$ cat config.mk
export PLATFORM = sky130hd
export DESIGN_NAME = counter_based_random_stream_core
export DESIGN_NICKNAME = d
export VERILOG_FILES = /design/src/hdl/cbrs_pkg.sv /design/src/hdl/cbrs_ctrl.sv /design/src/hdl/cbrs_datapath.sv /design/src/hdl/counter_based_random_stream_core.sv
export VERILOG_INCLUDE_DIRS = /design/src /design/src/hdl
export SDC_FILE = /design/constraint.sdc
export NUM_CORES = 2
export LEC_CHECK = 0
export ABC_AREA = 0
export BUFFER_PORTS_ARGS = -buffer_cell sky130_fd_sc_hd__buf_2
export CAP_MARGIN = 20
export CORE_MARGIN = 4
export CORE_UTILIZATION = 45
export CTS_CLUSTER_DIAMETER = 120
export CTS_CLUSTER_SIZE = 20
export DETAILED_ROUTE_END_ITERATION = 10
export PLACE_DENSITY = 0.72
export SYNTH_ARGS = -nofsm -noshare
export SYNTH_HDL_FRONTEND = slang
export SYNTH_SLANG_ARGS = --single-unit
$ cat constraint.sdc
create_clock -name clk -period 11.2 [get_ports clk]
set_input_delay 0 -clock clk [delete_from_list [all_inputs] [get_ports clk]]
set_output_delay 0 -clock clk [all_outputs]
set_load 0.03 [all_outputs]
$ cat src/hdl/counter_based_random_stream_core_macros.svh
// Assertion macros shared by the random stream core.
// Build with NO_ASSERTIONS defined to drop every check.
`ifndef COUNTER_BASED_RANDOM_STREAM_CORE_MACROS_SVH
`define COUNTER_BASED_RANDOM_STREAM_CORE_MACROS_SVH

`ifndef NO_ASSERTIONS
// Property checked at every clock edge outside reset
`define CBRS_ASSERT(lbl, prop, msg) \
  lbl: assert property (@(posedge clk) disable iff (!rst_n) (prop)) else $error(msg);
// Condition at one edge implies consequence at the next
`define CBRS_ASSERT_NEXT(lbl, pre, post, msg) \
  lbl: assert property (@(posedge clk) disable iff (!rst_n) (pre) |=> (post)) else $error(msg);
`else
`define CBRS_ASSERT(lbl, prop, msg)
`define CBRS_ASSERT_NEXT(lbl, pre, post, msg)
`endif

`endif

$ cat src/hdl/cbrs_pkg.sv
package cbrs_pkg;

  // Default number of Philox rounds per block
  localparam int ROUND_COUNT_DEF = 10;

  // Field and register widths
  localparam int WORD_W   = 32;
  localparam int KEY_W    = 64;
  localparam int CFG_IDX_W = 1;
  localparam int POS_W    = 3;

  // Register indexes
  localparam logic [CFG_IDX_W-1:0] REG_KEY_SEED  = 1'd0;
  localparam logic [CFG_IDX_W-1:0] REG_STREAM_ID = 1'd1;

  // Philox 4x32 constants
  localparam logic [WORD_W-1:0] MUL_A  = 32'hD2511F53;
  localparam logic [WORD_W-1:0] MUL_B  = 32'hCD9E8D57;
  localparam logic [WORD_W-1:0] BUMP_A = 32'h9E3779B9;
  localparam logic [WORD_W-1:0] BUMP_B = 32'hBB67AE85;

  // Buffer position meaning empty (four words consumed)
  localparam logic [POS_W-1:0] POS_EMPTY = 3'd4;

  typedef logic [3:0][WORD_W-1:0] words_t;

  typedef enum logic [0:0] {
    ST_IDLE,
    ST_ROUND
  } cbrs_state_t;

  // Controller to datapath commands
  typedef struct packed {
    logic load;     // start a refill from the counter block
    logic restart;  // clear block counter as part of the load
    logic read;     // serve a word from the buffer
    logic round;    // apply one round to the working words
    logic last;     // final round: fill buffer and deliver word 0
  } cbrs_cmd_t;

  // Datapath to controller status
  typedef struct packed {
    logic need_refill;
    logic out_valid;
  } cbrs_stat_t;

  // One Philox 4x32 round: two 32x32 products, then xor with key words
  function automatic words_t philox_round(words_t w, logic [WORD_W-1:0] ka,
                                          logic [WORD_W-1:0] kb);
    logic [2*WORD_W-1:0] pa;
    logic [2*WORD_W-1:0] pb;
    words_t n;
    pa = 64'(w[0]) * 64'(MUL_A);
    pb = 64'(w[2]) * 64'(MUL_B);
    n[0] = pb[2*WORD_W-1:WORD_W] ^ w[1] ^ ka;
    n[1] = pb[WORD_W-1:0];
    n[2] = pa[2*WORD_W-1:WORD_W] ^ w[3] ^ kb;
    n[3] = pa[WORD_W-1:0];
    return n;
  endfunction

endpackage

$ cat src/hdl/cbrs_ctrl.sv
`include "counter_based_random_stream_core_macros.svh"

module cbrs_ctrl
  import cbrs_pkg::*;
#(
  parameter int ROUND_COUNT = ROUND_COUNT_DEF
) (
  input  logic       clk,
  input  logic       rst_n,
  input  logic       in_tvalid,
  output logic       in_tready,
  input  logic       restart,
  input  logic       out_tready,
  input  cbrs_stat_t stat,
  output cbrs_cmd_t  cmd
);

  localparam int RND_W = $clog2(ROUND_COUNT);

  cbrs_state_t      state_r, state_nxt;
  logic [RND_W-1:0] rnd_r, rnd_nxt;
  logic             accept;
  logic             refill;
  logic             last_round;

  // Output register is free when empty or being taken this cycle
  assign in_tready  = (state_r == ST_IDLE) && (!stat.out_valid || out_tready);
  assign accept     = in_tvalid && in_tready;
  assign refill     = restart || stat.need_refill;
  assign last_round = (state_r == ST_ROUND) && (rnd_r == RND_W'(ROUND_COUNT - 1));

  // Next state
  always_comb begin
    state_nxt = state_r;
    case (state_r)
      ST_IDLE: begin
        if (accept && refill) begin
          state_nxt = ST_ROUND;
        end
      end
      ST_ROUND: begin
        if (last_round) begin
          state_nxt = ST_IDLE;
        end
      end
      default: state_nxt = ST_IDLE;
    endcase
  end

  // Commands
  always_comb begin
    cmd.load    = 1'b0;
    cmd.restart = restart;
    cmd.read    = 1'b0;
    cmd.round   = 1'b0;
    cmd.last    = 1'b0;
    case (state_r)
      ST_IDLE: begin
        cmd.load = accept && refill;
        cmd.read = accept && !refill;
      end
      ST_ROUND: begin
        cmd.round = 1'b1;
        cmd.last  = last_round;
      end
      default: ;
    endcase
  end

  // Round counter
  always_comb begin
    rnd_nxt = '0;
    if (state_r == ST_ROUND && !last_round) begin
      rnd_nxt = rnd_r + 1'b1;
    end
  end

  always_ff @(posedge clk) begin
    if (!rst_n) begin
      state_r <= ST_IDLE;
      rnd_r   <= '0;
    end else begin
      state_r <= state_nxt;
      rnd_r   <= rnd_nxt;
    end
  end

  `CBRS_ASSERT(a_rnd_range, (state_r != ST_ROUND) || (rnd_r <= RND_W'(ROUND_COUNT - 1)), "round counter out of range")
  `CBRS_ASSERT_NEXT(a_refill_start, accept && refill, state_r == ST_ROUND, "refill did not start")
  `CBRS_ASSERT(a_out_free, (state_r != ST_ROUND) || !stat.out_valid, "result pending during refill")

endmodule

$ cat src/hdl/cbrs_datapath.sv
`include "counter_based_random_stream_core_macros.svh"

module cbrs_datapath
  import cbrs_pkg::*;
(
  input  logic                 clk,
  input  logic                 rst_n,
  input  logic                 cfg_we,
  input  logic [CFG_IDX_W-1:0] cfg_index,
  input  logic [KEY_W-1:0]     cfg_wdata,
  input  cbrs_cmd_t            cmd,
  output cbrs_stat_t           stat,
  input  logic                 out_tready,
  output logic                 out_tvalid,
  output logic [WORD_W-1:0]    out_tdata
);

  logic [KEY_W-1:0]  key_seed_r;
  logic [KEY_W-1:0]  stream_id_r;
  logic [KEY_W-1:0]  block_counter_r;
  logic [POS_W-1:0]  pos_r;
  logic              out_valid_r;
  logic [WORD_W-1:0] out_word_r;
  words_t            work_r;
  words_t            buf_r;
  words_t            round_nxt;
  logic [WORD_W-1:0] ka_r;
  logic [WORD_W-1:0] kb_r;
  logic [KEY_W-1:0]  ctr_base;

  assign ctr_base  = cmd.restart ? '0 : block_counter_r;
  assign round_nxt = philox_round(work_r, ka_r, kb_r);

  assign stat.need_refill = pos_r[POS_W-1];
  assign stat.out_valid   = out_valid_r;
  assign out_tvalid       = out_valid_r;
  assign out_tdata        = out_word_r;

  // Configuration registers
  always_ff @(posedge clk) begin
    if (!rst_n) begin
      key_seed_r  <= '0;
      stream_id_r <= '0;
    end else if (cfg_we) begin
      case (cfg_index)
        REG_KEY_SEED:  key_seed_r  <= cfg_wdata;
        REG_STREAM_ID: stream_id_r <= cfg_wdata;
        default: ;
      endcase
    end
  end

  // Block counter, buffer position and output valid
  always_ff @(posedge clk) begin
    if (!rst_n) begin
      block_counter_r <= '0;
      pos_r           <= POS_EMPTY;
      out_valid_r     <= 1'b0;
    end else begin
      if (cmd.load) begin
        block_counter_r <= ctr_base;
      end else if (cmd.last) begin
        block_counter_r <= block_counter_r + 1'b1;
      end
      if (cmd.last) begin
        pos_r <= 3'd1;
      end else if (cmd.read) begin
        pos_r <= pos_r + 1'b1;
      end
      if (cmd.last || cmd.read) begin
        out_valid_r <= 1'b1;
      end else if (out_tready) begin
        out_valid_r <= 1'b0;
      end
    end
  end

  // Round unit working words, keys, buffer and output word
  always_ff @(posedge clk) begin
    if (cmd.load) begin
      work_r <= {stream_id_r[63:32], stream_id_r[31:0], ctr_base[63:32], ctr_base[31:0]};
      ka_r   <= key_seed_r[31:0];
      kb_r   <= key_seed_r[63:32];
    end else if (cmd.round) begin
      work_r <= round_nxt;
      ka_r   <= ka_r + BUMP_A;
      kb_r   <= kb_r + BUMP_B;
    end
    if (cmd.last) begin
      buf_r      <= round_nxt;
      out_word_r <= round_nxt[0];
    end else if (cmd.read) begin
      out_word_r <= buf_r[pos_r[1:0]];
    end
  end

  `CBRS_ASSERT(a_pos_range, pos_r <= POS_EMPTY, "buffer position beyond empty")
  `CBRS_ASSERT_NEXT(a_fill_out, cmd.last, (pos_r == 3'd1) && out_valid_r, "refill did not deliver")

endmodule

$ cat src/hdl/counter_based_random_stream_core.sv
// Output: a word served from the buffer is valid the cycle after acceptance;
//   a word that needs a refill is valid once the load and all ROUND_COUNT rounds
//   have run. No request is taken while a refill runs; its rounds go through
//   the one round unit with its two 32x32 multipliers.
// Reset (rst_n, synchronous): key and stream id zero, counter zero, buffer empty.
module counter_based_random_stream_core
  import cbrs_pkg::*;
#(
  parameter int ROUND_COUNT = ROUND_COUNT_DEF
) (
  input  logic                 clk,
  input  logic                 rst_n,
  input  logic                 in_tvalid,
  output logic                 in_tready,
  input  logic [7:0]           in_tdata,   // [0] restart, [7:1] zero
  output logic                 out_tvalid,
  input  logic                 out_tready,
  output logic [WORD_W-1:0]    out_tdata,  // [31:0] random_word
  input  logic                 cfg_we,
  input  logic [CFG_IDX_W-1:0] cfg_index,
  input  logic [KEY_W-1:0]     cfg_wdata
);

  cbrs_cmd_t  cmd;
  cbrs_stat_t stat;

  // Sequencer
  cbrs_ctrl #(
    .ROUND_COUNT(ROUND_COUNT)
  ) u_ctrl (
    .clk        (clk),
    .rst_n      (rst_n),
    .in_tvalid  (in_tvalid),
    .in_tready  (in_tready),
    .restart    (in_tdata[0]),
    .out_tready (out_tready),
    .stat       (stat),
    .cmd        (cmd)
  );

  // Round unit, buffer and output register
  cbrs_datapath u_datapath (
    .clk        (clk),
    .rst_n      (rst_n),
    .cfg_we     (cfg_we),
    .cfg_index  (cfg_index),
    .cfg_wdata  (cfg_wdata),
    .cmd        (cmd),
    .stat       (stat),
    .out_tready (out_tready),
    .out_tvalid (out_tvalid),
    .out_tdata  (out_tdata)
  );

endmodule

======== After elaboration in Yosys (flattened, before gate mapping) ========
Index checks and enable logic that the tools add are counted.
storage, ports and cells
  bits in registers ....................... 553
  latch bits .............................. 0
  bits in writable memories ............... 0
  memory bits (read-only) ................. 0
  bits of input ports ..................... 78
  output and inout bits ................... 34
  logic and storage cells ................. 78
  memories ................................ 0
cells by class
  $add $sub $neg .......................... 5
  multipliers ............................. 2
  div/mod/pow operators ................... 0
  order comparisons ....................... 1
  equality and inequality tests ........... 1
  shifts and indexed selects .............. 0
  multiplexer cells ....................... 23
  bitwise gates (word level) .............. 7
  reductions and logical operators ........ 20
operators by type and width
  operator                  count
  $mux W128                 2
  $mux W32                  7
  $mux W64                  3
  $mul A32 B32 Y64 const B  2
  $xor A32 B32 Y32          4
  $add A32 B32 Y32 const B  2
  $add A64 B1 Y64 const B   1
  $bmux W32 S2              1
  $reduce_bool A2 Y1        4
  $logic_and A1 B1 Y1       6
  $mux W1                   6
  $mux W3                   2
  $reduce_and A2 Y1         3
  $add A4 B1 Y4 const B     1
  $eq A4 B4 Y1 const B      1
  $add A3 B1 Y3 const B     1
  $logic_not A1 Y1          3
  $logic_or A1 B1 Y1        3
  $lt A2 B3 Y1 const B      1
  $not A1 Y1                3
  $mux W2                   1
  $pmux W1 S2               1
  $reduce_or A2 Y1          1

======== Longest topological paths before layout ========
  depth in word-level cells ............... 8
  gate-level depth with buffers ........... 27
  gate-level depth less buffers ........... 26

======== Hierarchy ========
A second synthesis with hierarchy kept.
second synthesis, totals
  cell total of the unflattened synthesis .. 6200
  area, all modules ....................... 62766.4 um^2
modules (own cells, without submodules)
  module         instances  cells each  area an instance (um^2)  seq. area each (um^2)
  cbrs_datapath  1          6171        62491.2                  14493.9
  cbrs_ctrl      1          29          275.3                    100.1

======== Worst setup path after synthesis ========
No wires, ideal clock.
  kind .................................... register to register
  start ................................... register u_datapath.work_r[19] (netlist name)
  end ..................................... register u_datapath.work_r[87] (netlist name) (data pin)
  library setup time ...................... 169 ps
  data arrival time ....................... 6945 ps
  data required time ...................... 11031 ps
  setup slack ............................. 4085 ps
  stages on the path, launching flop included .. 23
  path buffers ............................ 0
  clock period less this slack ............ 7115 ps
  cells stage by stage .................... edfxtp_1 fa_1 fa_1 fa_1 inv_1 fa_1 inv_1 fa_1 fa_1 fa_1 inv_1 fa_1 inv_1 ha_1 a21o_1 a21o_1 a211oi_1 o21ai_0 a221oi_2 a21o_1 and3_4 mux2_1 o31ai_1
on the way
  word-level cells in the longest chain between the ends .. 5
RTL lines
  what                           line                 RTL
  start: declaration             cbrs_datapath.sv:24  words_t work_r;
  start signal: assignment       cbrs_datapath.sv:81  work_r <= {stream_id_r[63:32], stream_id_r[31:0], ctr_base[63:32], ctr_base[31:0]};
  start signal: assignment       cbrs_datapath.sv:85  work_r <= round_nxt;
  $mul A32 B32 Y64               cbrs_pkg.sv:53       pa = 64'(w[0]) * 64'(MUL_A);
  $xor A32 B32 Y32 (2 in a row)  cbrs_pkg.sv:57       n[2] = pa[2*WORD_W-1:WORD_W] ^ w[3] ^ kb;
  $mux W128                      cbrs_datapath.sv:84  end else if (cmd.round) begin
  $mux W128                      cbrs_datapath.sv:80  if (cmd.load) begin
No other way between the ends. The select of a mux whose other input is x is not followed.
A chain may end at the register's enable or synchronous reset.

======== Worst setup path in the final report ========
  start ................................... register u_datapath.work_r[85] (netlist name)
  end ..................................... register u_datapath.out_word_r[23] (netlist: u_datapath.out_tdata[23]) (data pin)
on the way
  word-level cells in the longest chain between the ends .. 4
RTL lines
  what                           line                 RTL
  $mul A32 B32 Y64               cbrs_pkg.sv:54       pb = 64'(w[2]) * 64'(MUL_B);
  $xor A32 B32 Y32 (2 in a row)  cbrs_pkg.sv:55       n[0] = pb[2*WORD_W-1:WORD_W] ^ w[1] ^ ka;
  $mux W32                       cbrs_datapath.sv:89  if (cmd.last) begin
  end signal: assignment         cbrs_datapath.sv:91  out_word_r <= round_nxt[0];
  end signal: assignment         cbrs_datapath.sv:93  out_word_r <= buf_r[pos_r[1:0]];
  end: declaration               cbrs_datapath.sv:23  logic [WORD_W-1:0] out_word_r;
No other way between the ends.

==> run summary <==
Status: completed
Adder-Cell Fraction of Synth Area: 0.4380
Reg2reg start: u_datapath.work_r[85]
Post-Syn Area per Cell: 10.05 µm²
Combined flip-flop and latch cell area: 14600 µm²
Final wirelength: 192200 µm
Post-synthesis mux area share: 0.01926
Post-Synth Simple-Gate Area: 0.08535
Clock Skew: 0.03702 ns
Count leader, synth: inv_1
Number of global-route vias before repair: 46.92k
Reg2reg end: u_datapath.out_tdata[23]
Fin. Hold Viols: 0
Worst hold start: rst_n
Setup crit start kind: flop
Synth Cell Area: 63330 µm²
MaxCap Viol Count: 0
First-pass GRT wire length: 290700 µm
Fin util: 0.4851
Yosys cell types: 90
Clk sinks: 553
CP required: 11.46 ns
WL/cell: 23.18 µm
Port buffer count: 104
Post-route setup TNS: 0 ns
Vias: 46.25k
Drt drc: 0
Unrepaired setup endpoints after global routing: false
Multi-input gate area: 43160 µm²
Synthesized flop and latch total: 553
H-tree depth: 2
Yosys warnings: 0
Met1 GRT Util: 0.3757
Initial antenna violation count: 13
Final setup viols: 0
Clock transition at path regs: 0.09 ns
Worst Setup SP: u_datapath.work_r[85]
Crit path max fanout: 13
Compound-Gate Fraction of Synth Area: 0.09351
Kind of end point of the critical path: flop
Maximum clock frequency: 0.1119 GHz
Ys async rst share: 0
R2R cell count: 22
Worst Hold Path EP: u_datapath.pos_r[2]
Gate Count Post-Synth: 6301
GRT busiest layer: met2
Post-synthesis sequential area ratio: 0.2304
All-Layer GR Usage: 0.2622
Gp weighted congestion: 0.9906
Largest family of logic cells by synthesized area: adder cells
Skew-Pair Late Insertion Delay: 0.60 ns
Share of cells above drive strength 1: 0.05366
Slew HR: 0.2075
Core area: 139700 µm²
Root Driver: clkbuf_16
Largest cells by area after synthesis: fa_1 27%, ha_1 17%, edfxtp_1 17%
Syn_nets: 8089
Most frequent cells after synthesis: 1290 x inv_1, 865 x ha_1, 845 x fa_1
IO Pins: 112
CTS tree: built
Part of the cycle the worst path needs: 0.7977
Met2 usage: 0.3916
CTS Buffer Depth: 3
Rows: 137
Reg2reg setup slack: 2.27 ns
Pre-Repair DR Iteration Count: 6
Drt initial violations: 4694
Chip height: 383.2 µm
Grt total ovfl: 0
Synth area leader: fa_1
Number of flops mapped to enable cells by yosys: 352
Met3 GRT Util: 0.05335
Initial Util: 0.4533
Area growth from synthesis to layout: 7.000%
Via density: 5.578
Critical path class: reg2reg
Worst slew pin tran: 1.180 ns
Worst EP arrival: 9.20 ns
CTS Buf Count: 35
Fill count: 12.70k
Max-slew violation count: 0
Antenna-violating nets left: 0
Final min period: 8.934 ns
Die area: 146800 µm²
# nets final: 8174
DPL Wire Length: 157700 µm
Largest net degree at the start of global routing: 97
Hold Path Depth: 2
Hold Crit Class: in2reg
Top FF cell, synth: edfxtp_1
Post-synth top area share: 0.2671
Post-Synth XOR/XNOR Area: 0.04481
Width of the die: 383.2 µm
## critical path, stage by stage, from the launching register on
cell,delay [ns]
edfxtp_1,1.11
ha_1,0.42
fa_1,0.50
fa_1,0.50
inv_1,0.07
fa_1,0.53
inv_1,0.05
fa_1,0.48
fa_1,0.51
fa_1,0.52
inv_1,0.06
fa_1,0.48
inv_1,0.04
ha_1,0.37
and3_1,0.23
nor3b_2,0.19
a22oi_1,0.22
a31oi_1,0.18
o21ai_1,0.38
nand4_1,0.26
a31oi_1,0.46
mux2i_1,0.25
o31ai_1,0.80
## worst max-delay path by stage
stage	end	slack (ns)	cells past startpoint
6_report	u_datapath.out_tdata[23]	2.27	22
5_1_grt	u_datapath.work_r[90]	2.13	22
4_1_cts	u_datapath.out_tdata[23]	2.48	22
3_5_place_dp	u_datapath.out_tdata[23]	2.46	22
3_3_place_gp	u_datapath.out_tdata[12]	2.53	22
2_1_floorplan	u_datapath.work_r[87]	4.09	22
## placed cells by master, fill, tap and decap left out, types with 12 or more instances in the layout
cell type      Yosys  routed
a211oi_1          28      28
a21o_1            96      96
a21oi_1          395     395
a31oi_1           40      40
and2_1            25      24
and3_1            42      42
buf_2             15     104
buf_4              3      74
clkbuf_1         160      21
clkbuf_16          0      35
dfxtp_1          201     200
dlygate4sd3_1      0      65
edfxtp_1         352     352
fa_1             845     845
ha_1             865     865
inv_1           1290    1288
mux2_2            38      38
mux4_2            32      32
nand2_1          570     568
nand2b_1          29      28
nand3_1           57      57
nand3b_1          50      50
nand4_1           66      66
nor2_1           224     222
nor3_1            38      38
o211ai_1          24      24
o21a_1            20      20
o21ai_0          191     191
o21ai_1           18      18
o21bai_1          32      32
o31ai_1           30      30
or2_2             15      14
or3_1             12      12
xnor2_1          210     210
xor2_1           114     114
## stage by stage
stage	area [µm²]	hold slack, ns	setup WS, ns	instances
2_1_floorplan	63330	0.1360	4.085	6301
3_3_place_gp	66020	0.2514	2.528	8157
3_5_place_dp	66020	0.2572	2.458	8157
4_1_cts	67710	0.01043	2.477	8284
5_1_grt	67750	0.05207	2.134	8287
6_report	67770	0.07038	2.266	8292
## per-layer routing
metal	share of wire	routed length (µm)
met5	0.00024	46
met3	0.10	19430
met4	0.047	9118
met1	0.42	81620
met2	0.43	82030
## flip-flops by register name, indices dropped and copies added (netlist names)
| name | count |
|---|---|
| u_datapath.out_tvalid | 1 |
| u_datapath.buf_r | 128 |
| u_datapath.key_seed_r | 64 |
| u_datapath.kb_r | 32 |
| u_datapath.out_tdata | 32 |
| u_ctrl.state_r | 1 |
| u_ctrl.rnd_r | 4 |
| u_datapath.work_r | 128 |
| u_datapath.ka_r | 32 |
| u_datapath.block_counter_r | 64 |
| u_datapath.pos_r | 3 |
| u_datapath.stream_id_r | 64 |
## cell families after synthesis
kind of cell / Yosys count
and+or+nand+nor: 1178
DFF: 553
xor gates and xnor gates: 324
buffers and inverters: 1487
AOI/OAI and AO/OA: 972
muxes: 77
adders and majority gates: 1710
## timing repair
| item | in CTS | in global routing |
|---|---|---|
| resized for setup | 0 | 0 |
| setup endpoints to repair | 0 | 0 |
| hold endpoints to repair | 129 | 0 |
| hold buffers | 65 | 0 |
| setup buffers | 0 | 0 |
## final cells by class
cell class	instances	share of cell area
antenna	5	0.0001846
clock buffer	56	0.01409
clock inverter	6	0.001274
inverter	1290	0.07157
multi-input combinational	4261	0.6369
sequential	553	0.2154
tap	1876	0.03464
timing repair buffer	245	0.02600
Power is left out: the tool's default activity adds up to more than one toggle a clock period on the data nets, which glitch-free logic cannot reach.
